==> src/psd_pkg.sv <==
// shared types and constants for the port scan detector
`timescale 1ns / 1ps
package psd_pkg;
   localparam int TABLE_ENTRIES = 128;
   localparam int PORT_SLOTS    = 16;
   localparam int IDX_W  = $clog2(TABLE_ENTRIES);
   localparam int SLOT_W = $clog2(PORT_SLOTS);
   localparam int CNT_W  = $clog2(TABLE_ENTRIES + 1);
   localparam int TALLY_W = $clog2(PORT_SLOTS + 1);

   localparam logic [2:0] ST_NEW     = 3'd0;
   localparam logic [2:0] ST_FULL    = 3'd1;
   localparam logic [2:0] ST_REPEAT  = 3'd2;
   localparam logic [2:0] ST_ADDED   = 3'd3;
   localparam logic [2:0] ST_SETFULL = 3'd4;

   localparam logic CSR_PORT_THRESHOLD = 1'b0;
   localparam logic CSR_WINDOW_SECONDS = 1'b1;

   typedef struct packed {
      logic [31:0] source_address;
      logic [15:0] dest_port;
      logic [31:0] now_seconds;
   } req_type;

   typedef struct packed {
      logic       alarm;
      logic [2:0] status;
      logic [4:0] distinct_ports;
      logic [6:0] entry_index;
   } rsp_type;

   // controller to datapath
   typedef struct packed {
      logic load;       // capture request beat, clear entry pointer
      logic entry_rd;   // issue read of entry at entry pointer
      logic entry_step; // advance entry pointer
      logic fetch_meta; // latch per-entry metadata, apply window check
      logic port_rd;    // issue read of port slot
      logic port_step;  // advance port pointer
      logic commit;     // write back results for a found source
      logic insert;     // write a new entry
      logic full;       // build the table full response
   } psd_cmd_type;

   // datapath to controller
   typedef struct packed {
      logic entry_left; // entry pointer below entries_used
      logic addr_hit;   // address read matches
      logic port_left;  // port pointer below tally
      logic port_hit;   // port read matches
      logic table_room; // table not full
   } psd_sts_type;
endpackage

==> src/psd_controller.sv <==
// sequencer for table search, port search and write back
`timescale 1ns / 1ps
module psd_controller (
   input  logic                 clock,
   input  logic                 reset,
   input  logic                 req_valid,
   output logic                 req_stall,
   output logic                 rsp_valid,
   input  logic                 rsp_stall,
   input  psd_pkg::psd_sts_type sts,
   output psd_pkg::psd_cmd_type cmd
);
   import psd_pkg::*;

   typedef enum logic [7:0] {
      S_IDLE  = 8'b0000_0001,
      S_EREAD = 8'b0000_0010,
      S_ECMP  = 8'b0000_0100,
      S_META  = 8'b0000_1000,
      S_PREAD = 8'b0001_0000,
      S_PCMP  = 8'b0010_0000,
      S_WRITE = 8'b0100_0000,
      S_DONE  = 8'b1000_0000
   } state_type;

   state_type state_ff, state_in;
   logic      rsp_valid_ff, rsp_valid_in;

   always_ff @(posedge clock) begin
      if (reset) begin
         state_ff     <= S_IDLE;
         rsp_valid_ff <= 1'b0;
      end else begin
         state_ff     <= state_in;
         rsp_valid_ff <= rsp_valid_in;
      end
   end

   // a new beat may start while the last result waits only once it is taken
   assign req_stall = !(state_ff == S_IDLE) || (rsp_valid_ff && rsp_stall);
   assign rsp_valid = rsp_valid_ff;

   always_comb begin
      state_in     = state_ff;
      cmd          = '0;
      rsp_valid_in = rsp_valid_ff && rsp_stall;
      unique case (state_ff)
         S_IDLE: begin
            if (req_valid && !req_stall) begin
               cmd.load = 1'b1;
               state_in = S_EREAD;
            end
         end
         S_EREAD: begin
            if (sts.entry_left) begin
               cmd.entry_rd = 1'b1;
               state_in     = S_ECMP;
            end else begin
               state_in = S_WRITE;
            end
         end
         S_ECMP: begin
            if (sts.addr_hit) begin
               state_in = S_META;
            end else begin
               cmd.entry_step = 1'b1;
               state_in       = S_EREAD;
            end
         end
         S_META: begin
            cmd.fetch_meta = 1'b1;
            state_in       = S_PREAD;
         end
         S_PREAD: begin
            if (sts.port_left) begin
               cmd.port_rd = 1'b1;
               state_in    = S_PCMP;
            end else begin
               cmd.commit = 1'b1;
               state_in   = S_DONE;
            end
         end
         S_PCMP: begin
            cmd.port_step = 1'b1;
            state_in      = sts.port_hit ? S_DONE : S_PREAD;
         end
         S_WRITE: begin
            if (sts.table_room) begin
               cmd.insert = 1'b1;
            end else begin
               cmd.full = 1'b1;
            end
            state_in = S_DONE;
         end
         S_DONE: begin
            rsp_valid_in = 1'b1;
            state_in     = S_IDLE;
         end
         default: state_in = S_IDLE;
      endcase
   end

   a_one_result: assert property (@(posedge clock) disable iff (reset)
      state_ff == S_DONE |=> rsp_valid_ff) else $error("result not presented");
   a_no_overlap: assert property (@(posedge clock) disable iff (reset)
      cmd.load |-> !(rsp_valid_ff && rsp_stall)) else $error("beat over pending result");
   a_cmd_excl: assert property (@(posedge clock) disable iff (reset)
      $onehot0({cmd.commit, cmd.insert, cmd.full})) else $error("write back overlap");
endmodule

==> config.mk <==
export PLATFORM = sky130hd
export DESIGN_NAME = psd_controller
export DESIGN_NICKNAME = d
export VERILOG_FILES = /design/src/psd_pkg.sv /design/src/psd_controller.sv
export SDC_FILE = /design/constraint.sdc
export NUM_CORES = 1
export LEC_CHECK = 0
export ABC_AREA = 1
export BUFFER_PORTS_ARGS = -buffer_cell sky130_fd_sc_hd__buf_4
export CAP_MARGIN = 10
export CORE_AREA = 2 2 39 41
export CTS_BUF_LIST = sky130_fd_sc_hd__clkbuf_4
export CTS_CLUSTER_DIAMETER = 30
export DETAILED_ROUTE_END_ITERATION = 6
export DIE_AREA = 0 0 41 43
export PLACE_DENSITY = 0.75
export RECOVER_POWER = 25
export SYNTH_ARGS = -nofsm -noshare
export SYNTH_HDL_FRONTEND = slang
export SYNTH_SLANG_ARGS = --single-unit
==> constraint.sdc <==
create_clock -name clock -period 1.4 [get_ports clock]
set_clock_uncertainty 0.15 [all_clocks]
set_input_delay 0.28 -clock clock [delete_from_list [all_inputs] [get_ports clock]]
set_output_delay 0.28 -clock clock [all_outputs]
set_load 0.02 [all_outputs]
==> impl_metrics.tcl, run 1 <==
set metrics [dict create \
    h-tree-depth 1 \
    die_y_um 43 \
    arrival_ns 1.27 \
    yosysWarnings 0 \
    yosysSeqAreaShare_pct 28.86 \
    synth_cells 97 \
    grt_max_degree 9 \
    violations "negative setup slack" \
    portBuffers 19 \
    fin_hold_ws_ns 0.04791 \
    maxCapViolCount 0 \
    fin_crit_sh_pct 121.1 \
    seq_power_share_pct 38.4 \
    clk_path_buf_depth 2 \
    powerDensity_nw_per_um2 647.4 \
    worst_pin_slew_ns 0.2460 \
    holdPathStages 2 \
    drc 0 \
    drive_gt1_share_pct 66.43 \
    cts-root-buf "clkbuf_4" \
    path_common_cell "nand2_4" \
    finalWeightedCongestion 0.7866 \
    n_antenna_cell 0 \
    cp.depth 6 \
    grt_setup_unrepaired "true" \
    setup_slack_ns -0.2959 \
    dp_slack_ns -0.0003658 \
    status "finished, violations left" \
    r2r_cells 9 \
    synth_seq_cells 9 \
    min_period_ns 1.696 \
    start_util_pct 45.12 \
    end_kind "output pin" \
    maxSlewViolCount 0 \
    antenna_found_initial 0 \
    fin_nets 150 \
    clkLatencyLatePin_ns 0.26 \
    path_max_fanout 5 \
    place_inst 133 \
    routedWlPerCell_um 11.54 \
    fillerInstances 102 \
    fin_util_pct 78.66 \
    required_ns 0.97 \
    pwr-share-clk_pct 31.5 \
    wirelength_mm 1.800 \
    hold_buffers 0 \
    critical_path.top_delay_family "simple AND/OR/NAND/NOR gates" \
    grt_overflow 0 \
    ir_drop_v 0.0006155 \
    grt_pass1_wl_mm 2.711 \
    final_cells 156 \
    routed_via_density 4.718 \
    grt_pass1_vias 673 \
    setup-violations-final 13 \
    crit_type "flop to output pin" \
    clk_pin_slew_ns 0.06 \
    dp_hpwl_mm 1.100 \
    via_count 736 \
    switching_power_mw 0.2054 \
    cts_tree "done" \
    intPower_mw 0.4994 \
    ios 20 \
    cts_made_buffers 3 \
    firstDrtPassIters 4 \
    rows 14 \
    syn_nets 106 \
    seqCellArea_um2 190.2 \
    power_frac_comb_pct 30.2 \
    syn_to_final_growth_pct 74.35 \
    critPathMaxStageDelay_ns 0.32 \
    netlist_area_um2 624.3 \
    clock_sinks 9 \
    worstSetupStartpointType "flop" \
    final_hold_viol_count 0 \
    p_leak_nw 0.5926 \
    cp_cell_sequence "inv_2 -> nand2_4 -> nor2_8 -> nand2_4 -> nor2_1 -> buf_4" \
    hp-class "input port to flop" \
    multi_input_area_um2 427.9 \
    cp_num_buf_inv 2 \
    max_freq_ghz 0.5897 \
    die_w_um 41 \
    die-area_um2 1763 \
    antenna_left 0 \
    track_usage_pct 22.63 \
    swShare_pct 29.14 \
    drt-initial-drc-count 14 \
    cp_slowest_cell "dfxtp_2" \
    core_area_um2 1384 \
    max_slew_margin_pct 83.67 \
    avgSynthCellArea_um2 6.437 \
    synth_cell_types 16 \
]
## per-stage QoR
stage	area (um^2)	power, mW	setup TNS (ns)
2_1_floorplan	624.3	0.3639	0
3_3_place_gp	798.3	0.4082	0
3_5_place_dp	798.3	0.4110	-0.0003658
4_1_cts	1028	0.6745	-2.318
5_1_grt	1089	0.7316	-3.552
6_report	1089	0.7047	-2.756
## power by group through the flow
stage | combinational [mW] | sequential [mW] | clock [mW]
floorplan | 0.0908 | 0.273 | 0
global placement | 0.134 | 0.274 | 0
detailed placement | 0.137 | 0.274 | 0
CTS | 0.184 | 0.270 | 0.220
global route | 0.228 | 0.271 | 0.233
finish | 0.212 | 0.270 | 0.222
## logic make-up (layout without fill, tap and decap cells)
kind of cell	Yosys count	after routing	share of synthesized area (%)
flops	9	9	28.86
buf+inv	24	67	14.43
compound gates	3	3	2.404
simple gates	61	61	54.31
## per-layer routing
| metal | vias up | GRT usage (%) | wire (um) |
|---|---|---|---|
| met3 | 7 | 2.618 | 96 |
| met4 | 0 | 8.000 | 63 |
| met5 | - | 0 | 0 |
| met1 | 327 | 27.54 | 705 |
| li1 | 373 | - | - |
| met2 | 29 | 38.44 | 934 |
## area by class of cell
type,instances,share of cell area (%)
inverters,23,7.931
multi-input cells,64,39.31
flip-flops and latches,9,17.47
well taps,16,1.839
repair buffers,40,30.69
clock buffers,4,2.759
## path summary, 6_finish.rpt
path	from	to	slack [ns]
worst max-delay path	state_ff[1]	cmd[0]	-0.30
worst min-delay path	sts[4]	state_ff[6]	0.05
worst max register to register	state_ff[2]	state_ff[1]	-0.22
worst min register to register	state_ff[7]	rsp_valid	0.39
## cell usage after synthesis
library cell / n / area share (%)
a21oi_1: 2 / 1.6
buf_1: 1 / 0.60
dfxtp_1: 9 / 29
inv_1: 14 / 8.4
inv_2: 9 / 5.4
nand2_1: 19 / 11
nand2_2: 5 / 5.0
nand2_4: 4 / 7.2
nand3_1: 5 / 4.0
nand3_2: 1 / 1.6
nand4_1: 1 / 1.0
nor2_1: 14 / 8.4
nor2_2: 6 / 6.0
nor2_8: 2 / 6.4
nor3_1: 4 / 3.2
o21ai_1: 1 / 0.80
## worst register-to-register path: cells and delay by family, from the launching register on
family,cells,cell delay [ns]
AO/OA/AOI/OAI,1,0.09
buffers and inverters,4,0.50
flip-flops,1,0.33
AND/OR/NAND/NOR,4,0.48
## layout by cell type (no fill, tap or decap), drive strengths merged
cell    Yosys  routed
buf         1      39
nand2      28      28
inv        23      23
nor2       22      22
dfxtp       9       9
nand3       6       6
clkbuf      0       5
nor3        4       4
a21oi       2       2
nand4       1       1
o21ai       1       1
## flip-flops by register name (all words and copies together) (netlist names)
name,flops
rsp_valid,1
state_ff,8
## repair_timing
item	in CTS	in global routing
pin swaps	9	5
gates cloned	0	0
endpoints found under the setup margin	10	12
resized for setup	26	14
buffers inserted	17	2
Power figures use the tool's default switching activity.
==> inputs of run 2 (changes only) <==
RECOVER_POWER = default   (was 25)
==> run 2 against run 1 <==
The run still ends with negative setup slack left. Critical path depth unchanged. Register-to-register slack about the same. Sequential power about the same. Setup slack about the same. Via count decreased by 0.27%. Non-clock buffer count unchanged. Utilization increased by 0.27 points. First-iteration DRC count unchanged. Sequential cell count unchanged. Critical endpoint unchanged. Highest routed layer unchanged.
==> impl_metrics.tcl, run 2 (synthesis gave the netlist of run 1 again) <==
set metrics [dict create \
    p_leak_nw 0.5969 \
    grt_max_degree 9 \
    portBuffers 19 \
    finalWeightedCongestion 0.7866 \
    power.total_mw 0.7048 \
    rows 14 \
    violations "negative setup slack" \
    cp_num_buf_inv 2 \
    clkLatencyLatePin_ns 0.26 \
    pwr-share-clk_pct 31.5 \
    via_count 734 \
    clock_sinks 9 \
    required_ns 0.97 \
    final_hold_viol_count 0 \
    seq_power_share_pct 38.4 \
    cts_tree "done" \
    wirelength_mm 1.803 \
    setup_slack_ns -0.2959 \
    grt_overflow 0 \
    final_cell_mix "buf_4 (30), nand2_1 (18), inv_2 (13)" \
    routed_via_density 4.705 \
    fillerInstances 100 \
    crit_type "flop to output pin" \
    die-area_um2 1763 \
    cts-root-buf "clkbuf_4" \
    grt_setup_unrepaired "true" \
    antenna_found_initial 0 \
    holdPathStages 2 \
    clk_path_buf_depth 2 \
    grt_pass1_wl_mm 2.711 \
    firstDrtPassIters 4 \
    antenna_left 0 \
    placed_area_um2 798.3 \
    status "finished, violations left" \
    max_slew_margin_pct 85.20 \
    intPower_mw 0.4994 \
    hold_buffers 0 \
    track_usage_pct 22.63 \
    drt-initial-drc-count 14 \
    largest_reg_flops 8 \
    setup-violations-final 13 \
    path_max_fanout 5 \
    powerDensity_nw_per_um2 645.2 \
    regMostFlops "state_ff" \
    routedWlPerCell_um 11.56 \
    ios 20 \
    cts_made_buffers 3 \
    clk_pin_slew_ns 0.06 \
    end_kind "output pin" \
    critical_path.top_delay_family "simple AND/OR/NAND/NOR gates" \
    power_frac_comb_pct 30.2 \
    fin_nets 150 \
    r2r_cells 9 \
    switching_power_mw 0.2054 \
    syn_to_final_growth_pct 74.95 \
    cp_cell_sequence "inv_2 -> nand2_4 -> nor2_8 -> nand2_4 -> nor2_1 -> buf_4" \
    die_w_um 41 \
    fin_crit_sh_pct 121.1 \
    drc 0 \
    maxCapViolCount 0 \
    n_antenna_cell 0 \
    worstSetupStartpointType "flop" \
    die_y_um 43 \
    min_period_ns 1.696 \
    cp.depth 6 \
    max_freq_ghz 0.5897 \
    hp-class "input port to flop" \
    core_area_um2 1384 \
    fin_util_pct 78.93 \
    path_common_cell "nand2_4" \
    dp_hpwl_mm 1.100 \
    maxSlewViolCount 0 \
    finalSetupTns_ns -2.757 \
    critPathMaxStageDelay_ns 0.32 \
    drive_gt1_share_pct 67.14 \
    arrival_ns 1.27 \
    stdcell_area_um2 1092 \
    swShare_pct 29.14 \
    rrSetupSlack_ns -0.22 \
    ir_drop_v 0.0006155 \
    worst_pin_slew_ns 0.2202 \
    cp_slowest_cell "dfxtp_2" \
    layout_commonest_cell "buf_4" \
    start_util_pct 45.12 \
    fin_hold_ws_ns 0.04791 \
    grt_pass1_vias 673 \
    h-tree-depth 1 \
]
[run 2: cell types whose count changed in the layout (fill, tap and decap cells not counted), sizes merged]
cell / change
buf: +1
clkbuf: -1
[run 2: area by class of cell]
class	instances	area (um^2)	area share, %
timing repair buffer	40	337.8	30.93
clock buffer	4	30.03	2.749
sequential	9	190.2	17.41
tap	16	20.02	1.833
multi-input combinational	64	427.9	39.18
inverter	23	86.33	7.904
[run 2: timing repair]
item	in CTS	in global routing
pin swaps	9	5
buffers inserted	17	2
gates resized for setup	26	14
endpoints found under the setup margin	10	12
cloned	0	0
[run 2: worst reg2reg max path, cell delays in order (launching register included)]
cell	delay [ns]
dfxtp_2	0.33
nor2_2	0.12
nand3_1	0.13
nor2_4	0.14
nand3_2	0.09
buf_4	0.14
buf_4	0.12
buf_4	0.12
buf_4	0.12
a21oi_2	0.09
[run 2: final timing paths]
| path | from | endpoint |
|---|---|---|
| hold reg to reg | state_ff[7] | rsp_valid |
| hold / removal | sts[4] | state_ff[6] |
| setup / recovery | state_ff[1] | cmd[0] |
| setup reg to reg | state_ff[2] | state_ff[1] |
[run 2: stage by stage]
step | instances | setup WS, ns
final | 156 | -0.2959
after global routing | 156 | -0.3455
after CTS | 154 | -0.2569
after detailed placement | 133 | -0.0003658
after global placement | 133 | 0.03131
after floorplan | 97 | 0.02269
[run 2: power by group through the flow]
| stage | logic (mW) | registers (mW) | clock network (mW) |
|---|---|---|---|
| after floorplan | 0.0908 | 0.273 | 0 |
| after global placement | 0.134 | 0.274 | 0 |
| after detailed placement | 0.137 | 0.274 | 0 |
| after CTS | 0.184 | 0.270 | 0.220 |
| after global routing | 0.228 | 0.271 | 0.233 |
| final | 0.213 | 0.270 | 0.222 |
[run 2: routing by layer]
metal	vias to the layer above	global-route usage (%)	part of all wire, %	routed length (um)
met5	-	0	0	0
met4	0	8.000	3.5	63
met3	7	2.618	5.3	96
met2	29	38.44	52	933
met1	325	27.54	39	708
li1	373	-	-	-
==> inputs of run 3 (changes only) <==
SETUP_SLACK_MARGIN = 0.4   (was default)
==> run 3 against run 2 <==
The run still ends with negative setup slack left. Die area did not move. Setup slack better by 0.042 ns. Sequential cell count unchanged. Cell count fell by 9.6%. Largest power group unchanged.
==> impl_metrics.tcl, run 3 (synthesis gave the netlist of run 1 again) <==
set metrics [dict create \
    maxSlewViolCount 0 \
    syn_to_final_growth_pct 59.12 \
    critPathMaxStageDelay_ns 0.37 \
    grt_setup_unrepaired "true" \
    die_y_um 43 \
    setup-violations-final 10 \
    fin_nets 135 \
    firstDrtPassIters 4 \
    required_ns 0.97 \
    start_util_pct 45.12 \
    routedWlPerCell_um 10.77 \
    swShare_pct 30.87 \
    powerDensity_nw_per_um2 656.2 \
    seq_power_share_pct 41.4 \
    grt_pass1_vias 610 \
    via_count 643 \
    fin_crit_sh_pct 118.1 \
    cp_slowest_cell "dfxtp_4" \
    drc 0 \
    clock_sinks 9 \
    crit_type "flop to output pin" \
    cts_made_buffers 3 \
    rows 14 \
    regMostFlops "state_ff" \
    violations "negative setup slack" \
    p_leak_nw 0.5284 \
    hp-class "input port to flop" \
    largest_reg_flops 8 \
    setup_slack_ns -0.2540 \
    fin_util_pct 71.79 \
    final_cell_mix "buf_4 (18), nand2_1 (16), inv_2 (10), nor2_2 (10), inv_1 (10)" \
    h-tree-depth 1 \
    min_period_ns 1.654 \
    path_max_fanout 3 \
    portBuffers 19 \
    status "finished, violations left" \
    final_hold_viol_count 0 \
    hold_buffers 0 \
    cts_tree "done" \
    max_slew_margin_pct 89.45 \
    critical_path.top_delay_family "simple AND/OR/NAND/NOR gates" \
    cts-root-buf "clkbuf_4" \
    track_usage_pct 21.23 \
    n_antenna_cell 0 \
    dp_slack_ns -0.01575 \
    ios 20 \
    finalWeightedCongestion 0.7699 \
    layout_commonest_cell "buf_4" \
    grt_pass1_wl_mm 2.456 \
    placed_area_um2 852.1 \
    clkLatencyLatePin_ns 0.27 \
    maxCapViolCount 0 \
    drt-initial-drc-count 7 \
    drive_gt1_share_pct 68.00 \
    cp_cell_sequence "nor2_2 -> nand2_2 -> nor2_4 -> nand3_2 -> inv_2 -> buf_6" \
    power_frac_comb_pct 27.5 \
    core_area_um2 1384 \
    arrival_ns 1.22 \
    grt_overflow 0 \
    worstSetupStartpointType "flop" \
    power.total_mw 0.6519 \
    ir_drop_v 0.0004991 \
    dp_hpwl_mm 1.167 \
    max_freq_ghz 0.6046 \
    intPower_mw 0.4506 \
    switching_power_mw 0.2012 \
    end_kind "output pin" \
    stdcell_area_um2 993.5 \
    routed_via_density 4.560 \
    cp_num_buf_inv 2 \
    die-area_um2 1763 \
    clk_pin_slew_ns 0.07 \
    pwr-share-clk_pct 31.1 \
    antenna_found_initial 0 \
    grt_max_degree 9 \
    wirelength_mm 1.518 \
    die_w_um 41 \
    antenna_left 0 \
    worst_pin_slew_ns 0.1579 \
    clk_path_buf_depth 2 \
]
==> run 3: through the flow <==
step	hold slack, ns	setup TNS (ns)	cells
after floorplan	0.2018	0	97
after global placement	0.2984	-0.01957	132
after detailed placement	0.3049	-0.01575	132
after CTS	0.02050	-2.464	139
after global routing	0.01936	-2.989	141
final	0.02673	-2.338	141
==> run 3: final timing paths <==
| check | cells past startpoint | to | slack (ns) | startpoint |
|---|---|---|---|---|
| worst max register to register | 9 | state_ff[0] | 0.06 | state_ff[2] |
| worst min-delay path | 2 | state_ff[6] | 0.03 | sts[4] |
| worst max-delay path | 6 | cmd[8] | -0.25 | state_ff[4] |
| worst min register to register | 2 | rsp_valid | 0.38 | state_ff[7] |
==> run 3: timing repair <==
action | CTS | global route
resized for setup | 11 | 11
pin swaps | 7 | 5
endpoints found under the setup margin | 20 | 20
setup buffers | 3 | 2
==> run 3: power by group through the flow <==
stage | clock network, mW | logic (mW) | registers [mW]
floorplan | 0 | 0.0989 | 0.274
global placement | 0 | 0.142 | 0.275
detailed placement | 0 | 0.145 | 0.276
CTS | 0.205 | 0.167 | 0.270
global route | 0.226 | 0.193 | 0.271
finish | 0.203 | 0.179 | 0.270
==> run 3: area by class of cell <==
class,count,area (um^2)
clock buffer,3,22.52
clock inverter,1,5.005
fill,118,390.4
inverter,23,93.84
multi-input combinational,64,442.9
sequential,9,195.2
tap,16,20.02
timing repair buffer,25,214.0
==> run 3: layer usage <==
metal / wire length [um] / global-route usage, % / vias to the layer above
met1: 640 / 24.27 / 280
met3: 68 / 3.141 / 4
met2: 772 / 34.06 / 18
met5: 0 / 0 / -
li1: - / - / 341
met4: 37 / 14.00 / 0
